`config.mk`:
```
export PLATFORM = sky130hd
export DESIGN_NAME = baseline_hysteresis_touch_detector
export DESIGN_NICKNAME = d
export VERILOG_FILES = /design/src/design/bhtd_pkg.sv /design/src/design/baseline_hysteresis_touch_detector.sv /design/src/design/bhtd_lane.sv /design/src/design/bhtd_merge.sv
export VERILOG_INCLUDE_DIRS = /design/src /design/src/design
export SDC_FILE = /design/constraint.sdc
export NUM_CORES = 2
export LEC_CHECK = 0
export BUFFER_PORTS_ARGS = -buffer_cell sky130_fd_sc_hd__buf_4
export CAP_MARGIN = 5
export CORE_ASPECT_RATIO = 1.1
export CORE_MARGIN = 2
export CORE_UTILIZATION = 50
export DETAILED_ROUTE_END_ITERATION = 8
export PLACE_DENSITY = 0.66
export SYNTH_ARGS = -nofsm -noshare
export SYNTH_HDL_FRONTEND = slang
export SYNTH_SLANG_ARGS = --single-unit
```
`constraint.sdc`:
```
create_clock -name aclk -period 14.02 [get_ports aclk]
set_input_delay 0.701 -clock aclk [delete_from_list [all_inputs] [get_ports aclk]]
set_output_delay 0.701 -clock aclk [all_outputs]
set_load 0.03 [all_outputs]
```
`src/design/baseline_hysteresis_touch_detector_assert.svh`:
```
// ---------------------------------------------------------------------------
// Assertion macros shared by the detector top level and bhtd_merge
// Each macro expects aclk and aresetn in scope.
// ---------------------------------------------------------------------------
`ifndef BASELINE_HYSTERESIS_TOUCH_DETECTOR_ASSERT_SVH
`define BASELINE_HYSTERESIS_TOUCH_DETECTOR_ASSERT_SVH

// condition holds at every edge out of reset
`define BHTD_ASSERT_ALWAYS(label, cond, msg) \
    label: assert property (@(posedge aclk) disable iff (!aresetn) (cond)) \
        else $error(msg);

// consequent holds in the same cycle as the antecedent
`define BHTD_ASSERT_IMPLY(label, ante, cons, msg) \
    label: assert property (@(posedge aclk) disable iff (!aresetn) (ante) |-> (cons)) \
        else $error(msg);

// consequent holds in the cycle after the antecedent
`define BHTD_ASSERT_NEXT(label, ante, cons, msg) \
    label: assert property (@(posedge aclk) disable iff (!aresetn) (ante) |=> (cons)) \
        else $error(msg);

`endif

```
`src/design/bhtd_pkg.sv`:
```
// ---------------------------------------------------------------------------
// bhtd_pkg
// Types and fixed constants of the baseline hysteresis touch detector.
// ---------------------------------------------------------------------------
package bhtd_pkg;

    // fixed field widths
    localparam int MAX_CH         = 8;
    localparam int SAMPLE_FIELD_W = 10;
    localparam int THR_W          = 10;
    localparam int TOL_W          = 13;
    localparam int CODE_W         = 8;
    localparam int MAP_W          = 24;
    localparam int POS_W          = 3;
    localparam int CMP_W          = 12;   // sample plus two 10-bit margins
    localparam int CFG_IDX_W      = 3;

    // register reset values
    localparam logic [THR_W-1:0]  ON_THRESHOLD_RST     = 10'd6;
    localparam logic [THR_W-1:0]  HYSTERESIS_RST       = 10'd2;
    localparam logic [TOL_W-1:0]  STABLE_TOLERANCE_RST = 13'd5;
    localparam logic [CODE_W-1:0] CODE_OFFSET_RST      = 8'd20;
    localparam logic [MAP_W-1:0]  POSITION_MAP_RST     = 24'h2EF0A6;

    // configuration register indexes
    typedef enum logic [CFG_IDX_W-1:0] {
        REG_ON_THRESHOLD     = 3'd0,
        REG_HYSTERESIS       = 3'd1,
        REG_STABLE_TOLERANCE = 3'd2,
        REG_CODE_OFFSET      = 3'd3,
        REG_POSITION_MAP     = 3'd4
    } cfg_reg_t;

    // result kinds
    localparam logic KIND_EVENT = 1'b0;
    localparam logic KIND_CALIB = 1'b1;

    typedef struct packed {
        logic [THR_W-1:0]  on_threshold;
        logic [THR_W-1:0]  hysteresis;
        logic [TOL_W-1:0]  stable_tolerance;
        logic [CODE_W-1:0] code_offset;
        logic [MAP_W-1:0]  position_map;
    } cfg_t;

    // what one lane found for the current snapshot
    typedef struct packed {
        logic              stable;
        logic              change;
        logic [CODE_W-1:0] code;
    } lane_res_t;

    // results of one snapshot, waiting to be sent word by word
    typedef struct packed {
        logic                          calib;
        logic [MAX_CH-1:0]             mask;
        logic [MAX_CH-1:0][CODE_W-1:0] code;
    } batch_t;

endpackage

```
`src/design/baseline_hysteresis_touch_detector.sv`:
```
// ---------------------------------------------------------------------------
// baseline_hysteresis_touch_detector
// Touch detector: calibrates per-channel baselines from a sliding window,
// then reports on/off changes per channel with hysteresis.
// ---------------------------------------------------------------------------
// Usage:
//   s_* takes one snapshot of eight samples per word (valid/ready); only the
//   first CHANNELS samples and their low SAMPLE_BITS bits are used.
//   m_* sends result words: kind, event_byte and last (set on the final word
//   of a snapshot). A snapshot that yields nothing sends no word.
//   cfg_* writes one register per accepted word and is always ready.
// Timing:
//   A snapshot is evaluated by all lanes in the cycle it is accepted. Its
//   words pass through the batch registers and then the output register to
//   m_*, one per cycle while m_ready is high. A snapshot yields at most
//   CHANNELS words; the next snapshot is accepted in the cycle the previous
//   one's last word enters the output register.
// Reset:
//   aresetn clears the window, active flags and calibration state and loads
//   register defaults; s_ready is high as soon as reset is released.
// Stall:
//   While m_ready is low the output word holds; one further snapshot can be
//   taken and parked, then s_ready drops.
// ---------------------------------------------------------------------------
`include "baseline_hysteresis_touch_detector_assert.svh"

module baseline_hysteresis_touch_detector #(
    parameter int CHANNELS    = 8,
    parameter int WINDOW_ROWS = 6,
    parameter int SAMPLE_BITS = 10
) (
    input  logic                                 aclk,
    input  logic                                 aresetn,

    input  logic                                 cfg_valid,
    output logic                                 cfg_ready,
    input  logic [bhtd_pkg::CFG_IDX_W-1:0]       cfg_index,
    input  logic [bhtd_pkg::MAP_W-1:0]           cfg_data,

    input  logic                                 s_valid,
    output logic                                 s_ready,
    input  logic [bhtd_pkg::SAMPLE_FIELD_W-1:0]  s_sample_0,
    input  logic [bhtd_pkg::SAMPLE_FIELD_W-1:0]  s_sample_1,
    input  logic [bhtd_pkg::SAMPLE_FIELD_W-1:0]  s_sample_2,
    input  logic [bhtd_pkg::SAMPLE_FIELD_W-1:0]  s_sample_3,
    input  logic [bhtd_pkg::SAMPLE_FIELD_W-1:0]  s_sample_4,
    input  logic [bhtd_pkg::SAMPLE_FIELD_W-1:0]  s_sample_5,
    input  logic [bhtd_pkg::SAMPLE_FIELD_W-1:0]  s_sample_6,
    input  logic [bhtd_pkg::SAMPLE_FIELD_W-1:0]  s_sample_7,

    output logic                                 m_valid,
    input  logic                                 m_ready,
    output logic                                 m_kind,
    output logic [bhtd_pkg::CODE_W-1:0]          m_event_byte,
    output logic                                 m_last
);
    import bhtd_pkg::*;

    localparam int SW = (SAMPLE_BITS < SAMPLE_FIELD_W) ? SAMPLE_BITS : SAMPLE_FIELD_W;
    localparam int RW = $clog2(WINDOW_ROWS);

    cfg_t                                cfg_reg;
    cfg_t                                cfg_next;
    logic                                calibrated_reg;
    logic                                calibrated_next;
    logic [RW-1:0]                       window_row_reg;
    logic [RW-1:0]                       window_row_next;

    logic [MAX_CH-1:0][SAMPLE_FIELD_W-1:0] samples;
    lane_res_t                           lane_res [CHANNELS];
    logic [CHANNELS-1:0]                 stable_vec;
    logic                                all_stable;
    logic                                take;
    logic                                commit;
    logic                                load_ok;
    batch_t                              batch;

    assign samples = {s_sample_7, s_sample_6, s_sample_5, s_sample_4,
                      s_sample_3, s_sample_2, s_sample_1, s_sample_0};

    assign cfg_ready = 1'b1;
    assign s_ready   = load_ok;
    assign take      = s_valid && s_ready;

    // register writes
    always_comb begin
        cfg_next = cfg_reg;
        if (cfg_valid) begin
            case (cfg_index)
                REG_ON_THRESHOLD:     cfg_next.on_threshold     = cfg_data[THR_W-1:0];
                REG_HYSTERESIS:       cfg_next.hysteresis       = cfg_data[THR_W-1:0];
                REG_STABLE_TOLERANCE: cfg_next.stable_tolerance = cfg_data[TOL_W-1:0];
                REG_CODE_OFFSET:      cfg_next.code_offset      = cfg_data[CODE_W-1:0];
                REG_POSITION_MAP:     cfg_next.position_map     = cfg_data[MAP_W-1:0];
                default: ;
            endcase
        end
    end

    // lanes
    for (genvar c = 0; c < CHANNELS; c++) begin : g_lane
        bhtd_lane #(
            .LANE        (c),
            .WINDOW_ROWS (WINDOW_ROWS),
            .SW          (SW),
            .RW          (RW)
        ) u_lane (
            .aclk          (aclk),
            .aresetn       (aresetn),
            .cfg_i         (cfg_reg),
            .sample_i      (samples[c][SW-1:0]),
            .row_i         (window_row_reg),
            .take_i        (take),
            .calibrating_i (!calibrated_reg),
            .commit_i      (commit),
            .res_o         (lane_res[c])
        );
        assign stable_vec[c] = lane_res[c].stable;
    end

    assign all_stable = &stable_vec;
    assign commit     = take && !calibrated_reg && all_stable;

    // combine lane findings into one batch
    always_comb begin
        batch       = '0;
        batch.calib = !calibrated_reg && all_stable;
        for (int c = 0; c < CHANNELS; c++) begin
            batch.mask[c] = calibrated_reg && lane_res[c].change;
            batch.code[c] = lane_res[c].code;
        end
    end

    // mark calibration done on commit, else advance the window row, wrap at the last row
    always_comb begin
        calibrated_next = calibrated_reg;
        window_row_next = window_row_reg;
        if (commit) begin
            calibrated_next = 1'b1;
        end else if (take && !calibrated_reg) begin
            window_row_next = (window_row_reg == RW'(WINDOW_ROWS - 1)) ? '0
                              : window_row_reg + RW'(1);
        end
    end

    always_ff @(posedge aclk) begin
        if (!aresetn) begin
            cfg_reg.on_threshold     <= ON_THRESHOLD_RST;
            cfg_reg.hysteresis       <= HYSTERESIS_RST;
            cfg_reg.stable_tolerance <= STABLE_TOLERANCE_RST;
            cfg_reg.code_offset      <= CODE_OFFSET_RST;
            cfg_reg.position_map     <= POSITION_MAP_RST;
            calibrated_reg           <= 1'b0;
            window_row_reg           <= '0;
        end else begin
            cfg_reg        <= cfg_next;
            calibrated_reg <= calibrated_next;
            window_row_reg <= window_row_next;
        end
    end

    bhtd_merge u_merge (
        .aclk         (aclk),
        .aresetn      (aresetn),
        .load_i       (take),
        .batch_i      (batch),
        .load_ok_o    (load_ok),
        .m_valid      (m_valid),
        .m_ready      (m_ready),
        .m_kind       (m_kind),
        .m_event_byte (m_event_byte),
        .m_last       (m_last)
    );

    `BHTD_ASSERT_NEXT(a_calib_sticky, calibrated_reg, calibrated_reg, "calibration state dropped")
    `BHTD_ASSERT_ALWAYS(a_row_range, window_row_reg <= RW'(WINDOW_ROWS - 1), "window row out of range")
    `BHTD_ASSERT_NEXT(a_row_frozen, calibrated_reg, $stable(window_row_reg), "window row moved after calibration")

endmodule

```
`src/design/bhtd_lane.sv`:
```
// ---------------------------------------------------------------------------
// bhtd_lane
// One channel: calibration window column with running sum, baseline and
// hysteresis on/off detector.
// ---------------------------------------------------------------------------
module bhtd_lane #(
    parameter int LANE        = 0,
    parameter int WINDOW_ROWS = 6,
    parameter int SW          = 10,
    parameter int RW          = 3
) (
    input  logic                   aclk,
    input  logic                   aresetn,
    input  bhtd_pkg::cfg_t         cfg_i,
    input  logic [SW-1:0]          sample_i,
    input  logic [RW-1:0]          row_i,
    input  logic                   take_i,
    input  logic                   calibrating_i,
    input  logic                   commit_i,
    output bhtd_pkg::lane_res_t    res_o
);
    import bhtd_pkg::*;

    localparam int SUMW = SW + $clog2(WINDOW_ROWS);
    localparam int CW   = (SUMW > TOL_W) ? SUMW : TOL_W;

    logic [SW-1:0]    col_reg [WINDOW_ROWS];
    logic [SUMW-1:0]  sum_reg;
    logic [SUMW-1:0]  sum_next;
    logic [SW-1:0]    base_reg;
    logic             active_reg;
    logic             active_next;

    logic [SUMW-1:0]  scaled;
    logic [SUMW-1:0]  gap;
    logic [CMP_W-1:0] margin;
    logic [CMP_W-1:0] s_ext;
    logic [CMP_W-1:0] b_ext;
    logic             now_on;
    logic [POS_W-1:0] pos;

    // replace the oldest row in the running column sum
    assign sum_next = sum_reg - SUMW'(col_reg[row_i]) + SUMW'(sample_i);
    assign scaled   = SUMW'(SUMW'(sample_i) * SUMW'(WINDOW_ROWS));
    assign gap      = (scaled >= sum_next) ? (scaled - sum_next) : (sum_next - scaled);

    // wider margin to turn on than to stay on
    assign margin = active_reg ? CMP_W'(cfg_i.on_threshold)
                               : CMP_W'(cfg_i.on_threshold) + CMP_W'(cfg_i.hysteresis);
    assign s_ext  = CMP_W'(sample_i);
    assign b_ext  = CMP_W'(base_reg);
    assign now_on = (s_ext > b_ext + margin) || (s_ext + margin < b_ext);

    assign active_next = take_i && !calibrating_i ? now_on : active_reg;

    // report stability and change, build the event code
    assign pos          = cfg_i.position_map[POS_W*LANE +: POS_W];
    assign res_o.stable = (CW'(gap) <= CW'(cfg_i.stable_tolerance));
    assign res_o.change = (now_on != active_reg);
    assign res_o.code   = CODE_W'({pos, now_on}) + cfg_i.code_offset;

    // window column and running sum
    always_ff @(posedge aclk) begin
        if (!aresetn) begin
            for (int r = 0; r < WINDOW_ROWS; r++) begin
                col_reg[r] <= '0;
            end
            sum_reg <= '0;
        end else if (take_i && calibrating_i) begin
            col_reg[row_i] <= sample_i;
            sum_reg        <= sum_next;
        end
    end

    // latch baseline when calibration completes
    always_ff @(posedge aclk) begin
        if (commit_i) begin
            base_reg <= sample_i;
        end
    end

    // track on/off state
    always_ff @(posedge aclk) begin
        if (!aresetn) begin
            active_reg <= 1'b0;
        end else begin
            active_reg <= active_next;
        end
    end

endmodule

```
`src/design/bhtd_merge.sv`:
```
// ---------------------------------------------------------------------------
// bhtd_merge
// Collects the lane findings of one snapshot and sends them out one word per
// cycle unless stalled, lowest channel first, through a registered output stage.
// ---------------------------------------------------------------------------
`include "baseline_hysteresis_touch_detector_assert.svh"

module bhtd_merge (
    input  logic                             aclk,
    input  logic                             aresetn,
    input  logic                             load_i,
    input  bhtd_pkg::batch_t                 batch_i,
    output logic                             load_ok_o,
    output logic                             m_valid,
    input  logic                             m_ready,
    output logic                             m_kind,
    output logic [bhtd_pkg::CODE_W-1:0]      m_event_byte,
    output logic                             m_last
);
    import bhtd_pkg::*;

    logic                          calib_reg;
    logic                          calib_next;
    logic [MAX_CH-1:0]             mask_reg;
    logic [MAX_CH-1:0]             mask_next;
    logic [MAX_CH-1:0][CODE_W-1:0] code_reg;

    logic                          out_valid_reg;
    logic                          out_valid_next;
    logic                          out_kind_reg;
    logic [CODE_W-1:0]             out_byte_reg;
    logic                          out_last_reg;

    logic                          pending;
    logic [MAX_CH-1:0]             pick;
    logic [MAX_CH-1:0]             rest;
    logic                          entry_last;
    logic [CODE_W-1:0]             entry_code;
    logic                          move;

    // pick the lowest pending channel
    assign pending    = calib_reg || (mask_reg != '0);
    assign pick       = mask_reg & (~mask_reg + MAX_CH'(1));
    assign rest       = mask_reg & ~pick;
    assign entry_last = calib_reg || (rest == '0);
    assign move       = pending && (!out_valid_reg || m_ready);
    assign load_ok_o  = !pending || (move && entry_last);

    always_comb begin
        entry_code = '0;
        for (int c = 0; c < MAX_CH; c++) begin
            entry_code = entry_code | (code_reg[c] & {CODE_W{pick[c]}});
        end
    end

    // advance the batch
    always_comb begin
        calib_next = calib_reg;
        mask_next  = mask_reg;
        if (load_i) begin
            calib_next = batch_i.calib;
            mask_next  = batch_i.mask;
        end else if (move) begin
            if (calib_reg) begin
                calib_next = 1'b0;
            end else begin
                mask_next = rest;
            end
        end
    end

    // hold output word until taken
    always_comb begin
        out_valid_next = out_valid_reg;
        if (move) begin
            out_valid_next = 1'b1;
        end else if (m_ready) begin
            out_valid_next = 1'b0;
        end
    end

    always_ff @(posedge aclk) begin
        if (!aresetn) begin
            calib_reg     <= 1'b0;
            mask_reg      <= '0;
            out_valid_reg <= 1'b0;
        end else begin
            calib_reg     <= calib_next;
            mask_reg      <= mask_next;
            out_valid_reg <= out_valid_next;
        end
    end

    always_ff @(posedge aclk) begin
        if (load_i) begin
            code_reg <= batch_i.code;
        end
        if (move) begin
            out_kind_reg <= calib_reg ? KIND_CALIB : KIND_EVENT;
            out_byte_reg <= calib_reg ? '0 : entry_code;
            out_last_reg <= entry_last;
        end
    end

    assign m_valid      = out_valid_reg;
    assign m_kind       = out_kind_reg;
    assign m_event_byte = out_byte_reg;
    assign m_last       = out_last_reg;

    `BHTD_ASSERT_IMPLY(a_calib_word, m_valid && m_kind == KIND_CALIB, m_last && m_event_byte == '0, "calibration word must be last and zero")
    `BHTD_ASSERT_IMPLY(a_load_ok, load_i, load_ok_o, "batch loaded while previous one still pending")
    `BHTD_ASSERT_ALWAYS(a_calib_alone, !calib_reg || mask_reg == '0, "calibration word mixed with channel events")

endmodule
```
After elaboration in Yosys (flattened, before gate mapping)
Memories as Yosys holds them, arrays and structs flattened. A register that Yosys moved wholly into a read port is not among the register bits.
Index checks and enable logic that the tools add are counted.
{"block": "word_totals", "ff_bits": 345, "ramBits": 480, "inputBits": 112, "out_inout_bits": 13, "wordCells": 306, "n_memories": 8}
{"memory": "g_lane[0].u_lane.col_reg", "words": 6, "word_bits": 10, "read_ports": 1, "rd_ports_with_merged_regs": 1, "wr": 6, "line_no": "bhtd_lane.sv:27", "text": "logic [SW-1:0] col_reg [WINDOW_ROWS];"}
{"memory": "g_lane[1].u_lane.col_reg", "words": 6, "word_bits": 10, "read_ports": 1, "rd_ports_with_merged_regs": 1, "wr": 6, "line_no": "bhtd_lane.sv:27"}
{"memory": "g_lane[2].u_lane.col_reg", "words": 6, "word_bits": 10, "read_ports": 1, "rd_ports_with_merged_regs": 1, "wr": 6, "line_no": "bhtd_lane.sv:27"}
{"memory": "g_lane[3].u_lane.col_reg", "words": 6, "word_bits": 10, "read_ports": 1, "rd_ports_with_merged_regs": 1, "wr": 6, "line_no": "bhtd_lane.sv:27"}
{"memory": "g_lane[4].u_lane.col_reg", "words": 6, "word_bits": 10, "read_ports": 1, "rd_ports_with_merged_regs": 1, "wr": 6, "line_no": "bhtd_lane.sv:27"}
{"memory": "g_lane[5].u_lane.col_reg", "words": 6, "word_bits": 10, "read_ports": 1, "rd_ports_with_merged_regs": 1, "wr": 6, "line_no": "bhtd_lane.sv:27"}
{"memory": "2 more memories"}
{"block": "classes", "addsub": 59, "mul": 8, "n_lt_le_gt_ge": 32, "eq_ne": 14, "mux": 69, "bitwise_logic": 20, "reduce_logical": 51}
{"cell": "$sub A13 B13 Y13", "n": 16}
{"cell": "$add A10 B12 Y12", "n": 16}
{"cell": "$add A13 B10 Y13", "n": 8}
{"cell": "$ge A13 B13 Y1", "n": 8}
{"cell": "$le A13 B13 Y1", "n": 8}
{"cell": "$mux W13", "n": 8}
{"cell": "$sub A13 B10 Y13", "n": 8}
{"cell": "$gt A10 B12 Y1", "n": 8}
{"cell": "$lt A12 B10 Y1", "n": 8}
{"cell": "$mul A10 B2 Y12 const B", "n": 8}
{"cell": "$mux W12", "n": 8}
{"cell": "$and A8 B8 Y8", "n": 10}
{"cell": "$mux W10", "n": 8}
{"cell": "$reduce_or A10 Y1", "n": 8}
{"cell": "$mux W3", "n": 25}
{"cell": "$add A4 B8 Y8", "n": 8}
{"cell": "$or A8 B8 Y8", "n": 7}
{"cell": "$mux W8", "n": 3}
{"cell": "$mux W1", "n": 17}
{"cell": "$not A8 Y8", "n": 2}
{"cell": "$logic_and A1 B1 Y1", "n": 15}
{"cell": "$reduce_and A2 Y1", "n": 7}
{"cell": "$logic_or A1 B1 Y1", "n": 12}
{"cell": "$add A10 B10 Y11", "n": 1}
{"cell": "14 further kinds", "n": 26}

Logic depth before layout (Yosys ltp)
{"block": "depth", "ltp_word": 16, "mapped_depth": 36}

By module
A second synthesis with hierarchy kept.
{"block": "hier_totals", "hier_cells": 7717, "area_unflattened_um2": 76185.6}
{"module": "bhtd_lane at g_lane[3].u_lane ...", "n_inst": 2, "cells_each": 902, "area_each_um2": 8744.6, "seq_area_each_um2": 2982.9}
{"module": "bhtd_lane at g_lane[5].u_lane", "n_inst": 1, "cells_each": 908, "area_each_um2": 8934.8, "seq_area_each_um2": 2982.9}
{"module": "bhtd_lane at g_lane[7].u_lane", "n_inst": 1, "cells_each": 916, "area_each_um2": 8843.5, "seq_area_each_um2": 2982.9}
{"module": "bhtd_lane at g_lane[6].u_lane", "n_inst": 1, "cells_each": 903, "area_each_um2": 8802.2, "seq_area_each_um2": 2982.9}
{"module": "bhtd_lane at g_lane[2].u_lane", "n_inst": 1, "cells_each": 880, "area_each_um2": 8708.4, "seq_area_each_um2": 2982.9}
{"module": "bhtd_lane at g_lane[1].u_lane", "n_inst": 1, "cells_each": 880, "area_each_um2": 8703.3, "seq_area_each_um2": 2982.9}
{"module": "bhtd_lane at g_lane[0].u_lane", "n_inst": 1, "cells_each": 880, "area_each_um2": 8697.1, "seq_area_each_um2": 2982.9}
{"module": "bhtd_merge", "n_inst": 1, "cells_each": 217, "area_each_um2": 3254.4, "seq_area_each_um2": 2422.3}
{"module": "baseline_hysteresis_touch_detector", "n_inst": 1, "cells_each": 329, "area_each_um2": 2752.6, "seq_area_each_um2": 1381.3}

Worst setup path before layout
Ideal clock, no wire load.
{"block": "synth_path", "path_kind": "reg2reg", "start": "register (tool-made name)", "end": "register g_lane[0].u_lane.base_reg[0] (enable)", "arrival_time_ns": 9.989, "setup_slack_ns": 3.598, "stages_incl_launch_ff": 35, "n_path_buf": 5, "period_less_slack_ns": 10.422, "cell_sequence": "dfxtp_1 -> clkbuf_1 -> clkbuf_1 -> buf_1 -> mux4_2 -> mux2_2 -> ha_1 -> inv_1 -> ha_1 -> fa_1 -> a21o_1 -> a21oi_1 -> o21a_1 -> nor3_1 -> a211oi_1 -> xnor2_1 -> inv_1 -> ha_1 -> clkbuf_1 -> a21o_1 -> a211oi_1 -> o41ai_1 -> o221ai_1 -> clkbuf_1 -> mux2i_1 -> xnor2_1 -> ha_1 -> a211oi_1 -> o211ai_1 -> a21oi_1 -> nor3_1 -> or3_1 -> a2111oi_1 -> nand3_1 -> inv_1"}
{"item": "end signal, assigned", "line_no": "bhtd_lane.sv:78", "text": "base_reg <= sample_i;"}
{"item": "end, declared", "line_no": "bhtd_lane.sv:30", "text": "logic [SW-1:0] base_reg;"}

==> out/qor.yml <==
timing:
  fmax_mhz: 85.2
  finalSetupViolations: 0
  final-hold-violation-count: 0
  fin_skew_ns: 0.0551
  period_minus_slack_ns: 11.74
  timing.final.crit_share_pct: 83.7
  timing.setup.tns_ns: 0
  max_slew_margin_pct: 17.3
  rsz0062_at_grt: "no"
  worst_slew_pin_slew_ns: 1.24
  slew_violations: 0
clock_network:
  cts_hold_buf: 0
  ctsLongestPathBuffers: 3
  insertion_delay_ns: 0.77
  cts_buffers: 108
  cts.sinks: 988
  clkTransAtPathRegs_ns: 0.06
  cts-root-buf: "clkbuf_16"
  cts_tree: "done"
  htreeDepth: 3
  cts_resized: 0
  post_cts_buffers: 0
synth:
  syn-num-nets: 8350
  syn_avg_cell_area_sq_um: 10.0
  synth_area_leader_cell: "edfxtp_1"
  synth_top_area_share_pct: 32.7
  netlist_area_sq_mm: 0.0729
  synth_cell_types: 98
  yosysSeqAreaShare_pct: 38.0
  yosysWarnings: 0
  synthCells: 7291
  synth_common_cells: "inv_1, ha_1, edfxtp_1"
  synthArstFlopShare_pct: 0
  ys.flop_type: "edfxtp_1"
  synth_edf_count: 794
  synth_seq_cells: 988
  synth_area_leaders: "edfxtp_1, ha_1, dfxtp_1"
  synth.most_common_cell: "inv_1"
setup_path:
  crit_slowest_cell: "a2111oi_1"
  crit_cells: 31
  crit_end: "g_lane[7].u_lane.base_reg[4]"
  r2r_cells: 31
  reg2reg_slack_ns: 2.28
  worstSetupStartpointType: "flip-flop"
  path_delay_family: "compound AO/OA/AOI/OAI gates"
  cp.arrival_ns: 12.15
  path_buf_inv: 5
  path_common_cell: "ha_1"
  r2r_end: "g_lane[7].u_lane.base_reg[4]"
  slowest_delay_ns: 1.08
  worstPathRequired_ns: 14.43
  end_kind: "flip-flop"
  crit_fanout: 63
  worstSetupPathType: "flip-flop to flip-flop"
global_route:
  grt_pass1_wl_um: 327000
  antenna_found_initial: 14
  grt_max_degree: 65
  gr-usage-all-layers_pct: 28.7
  grt_pass1_vias: 55891
  grt_overflow: 0
drt:
  drt_iter0_drc: 4765
  avgViaCountPerCell: 5.97
  post-route-drc-count: 0
  vias: 55918
  ant_nets: 0
  finalWirelength_um: 215000
  wl_per_cell_um: 23.0
  firstDrtPassIters: 6
min_path:
  holdPathStages: 3
  hold_class: "input pin to flip-flop"
layout:
  area_growth_syn_to_layout_pct: 9.12
  largest_register_ffs: 640
  final_util_pct: 55.1
  seqCellArea_sq_mm: 0.0277
  multi_input_area_sq_mm: 0.0410
  nNetsFinal: 8402
  fillers: 12583
  drive_gt1_share_pct: 10.3
placement:
  port_buffers: 123
  hpwl_um: 149000
  gp_congestion: 0.918
run:
  cap_violations: 0
run_status:
  status: "complete, no violations"
floorplanning:
  io_pins: 125
  dieArea_sq_mm: 0.149
  row_count: 146
  start_util_pct: 50.5
  die_height_um: 405
  core_sq_mm: 0.144
  die_w_um: 368
[cell families (layout without fill, tap and decap cells)]
logic type	after synthesis	after routing	share of synthesized area [%]
adder cells (fa/ha/maj)	948	948	17.5
buffers and inverters	1119	1264	5.90
other	1	5	0.00514
multiplexers	350	350	7.77
AO/OA/AOI/OAI	1544	1544	13.8
AND/OR/NAND/NOR	1962	1962	12.5
XOR/XNOR	379	379	4.55
flip-flops	988	988	38.0
[worst register-to-register path, delay by kind of cell, from the launching register on]
kind / cells / cell delay [ns]
adders and majority gates: 4 / 1.50
buffers and inverters: 5 / 2.21
xor gates and xnor gates: 2 / 0.35
AOI/OAI and AO/OA: 9 / 2.92
muxes: 2 / 0.92
DFF: 1 / 0.93
and+or+nand+nor: 9 / 2.52
[per-stage QoR]
| stage | cell area, sq um | setup WS, ns | hold slack [ns] | instances |
|---|---|---|---|---|
| detailed placement | 75900 | 2.34 | 0.446 | 9157 |
| global placement | 75900 | 2.48 | 0.442 | 9157 |
| global route | 79600 | 1.57 | 0.153 | 9363 |
| CTS | 79600 | 2.26 | 0.104 | 9360 |
| finish | 79600 | 2.28 | 0.155 | 9364 |
| floorplan | 72900 | 3.60 | 0.406 | 7291 |
[worst min path at each step]
stage / start / endpoint / slack (ns)
finish: cfg_data[17] / cfg_reg[17] / 0.15
global route: cfg_data[17] / cfg_reg[17] / 0.15
CTS: cfg_data[17] / cfg_reg[17] / 0.10
detailed placement: cfg_reg[41] / cfg_reg[41] / 0.45
global placement: g_lane[1].u_lane.sum_reg[1] / g_lane[1].u_lane.sum_reg[1] / 0.44
floorplan: u_merge.calib_reg / u_merge.m_kind / 0.41
[cells in the final DEF, fill, tap and decap left out, drive strengths merged, types with 121 or more instances in the layout]
cell	instances
dfxtp	194
inv	860
nor2	634
clkbuf	135
buf	207
edfxtp	794
xnor2	253
fa	121
a21oi	491
nand2	616
mux4	160
o21ai	290
xor2	126
mux2	128
a21o	173
ha	826
[metal layers]
metal	track usage (%)	share of wire, %	up-vias
met3	4.57	7.3	466
met5	0	0.013	-
met1	36.6	41	27337
li1	-	-	26220
met4	12.8	4.7	4
met2	48.0	47	1891
[area by class of cell]
class                           instances  area share (%)
Antenna cell                            4          0.0126
Sequential cell                       988            34.9
Multi-Input combinational cell       5184            51.5
Clock buffer                          135            3.70
Clock inverter                         68           0.865
Inverter                              854            4.04
Tap cell                             1924            3.03
Timing Repair Buffer                  207            1.97
Power is left out: the tool's default activity adds up to more than one toggle a clock period on the data nets, which glitch-free logic cannot reach.
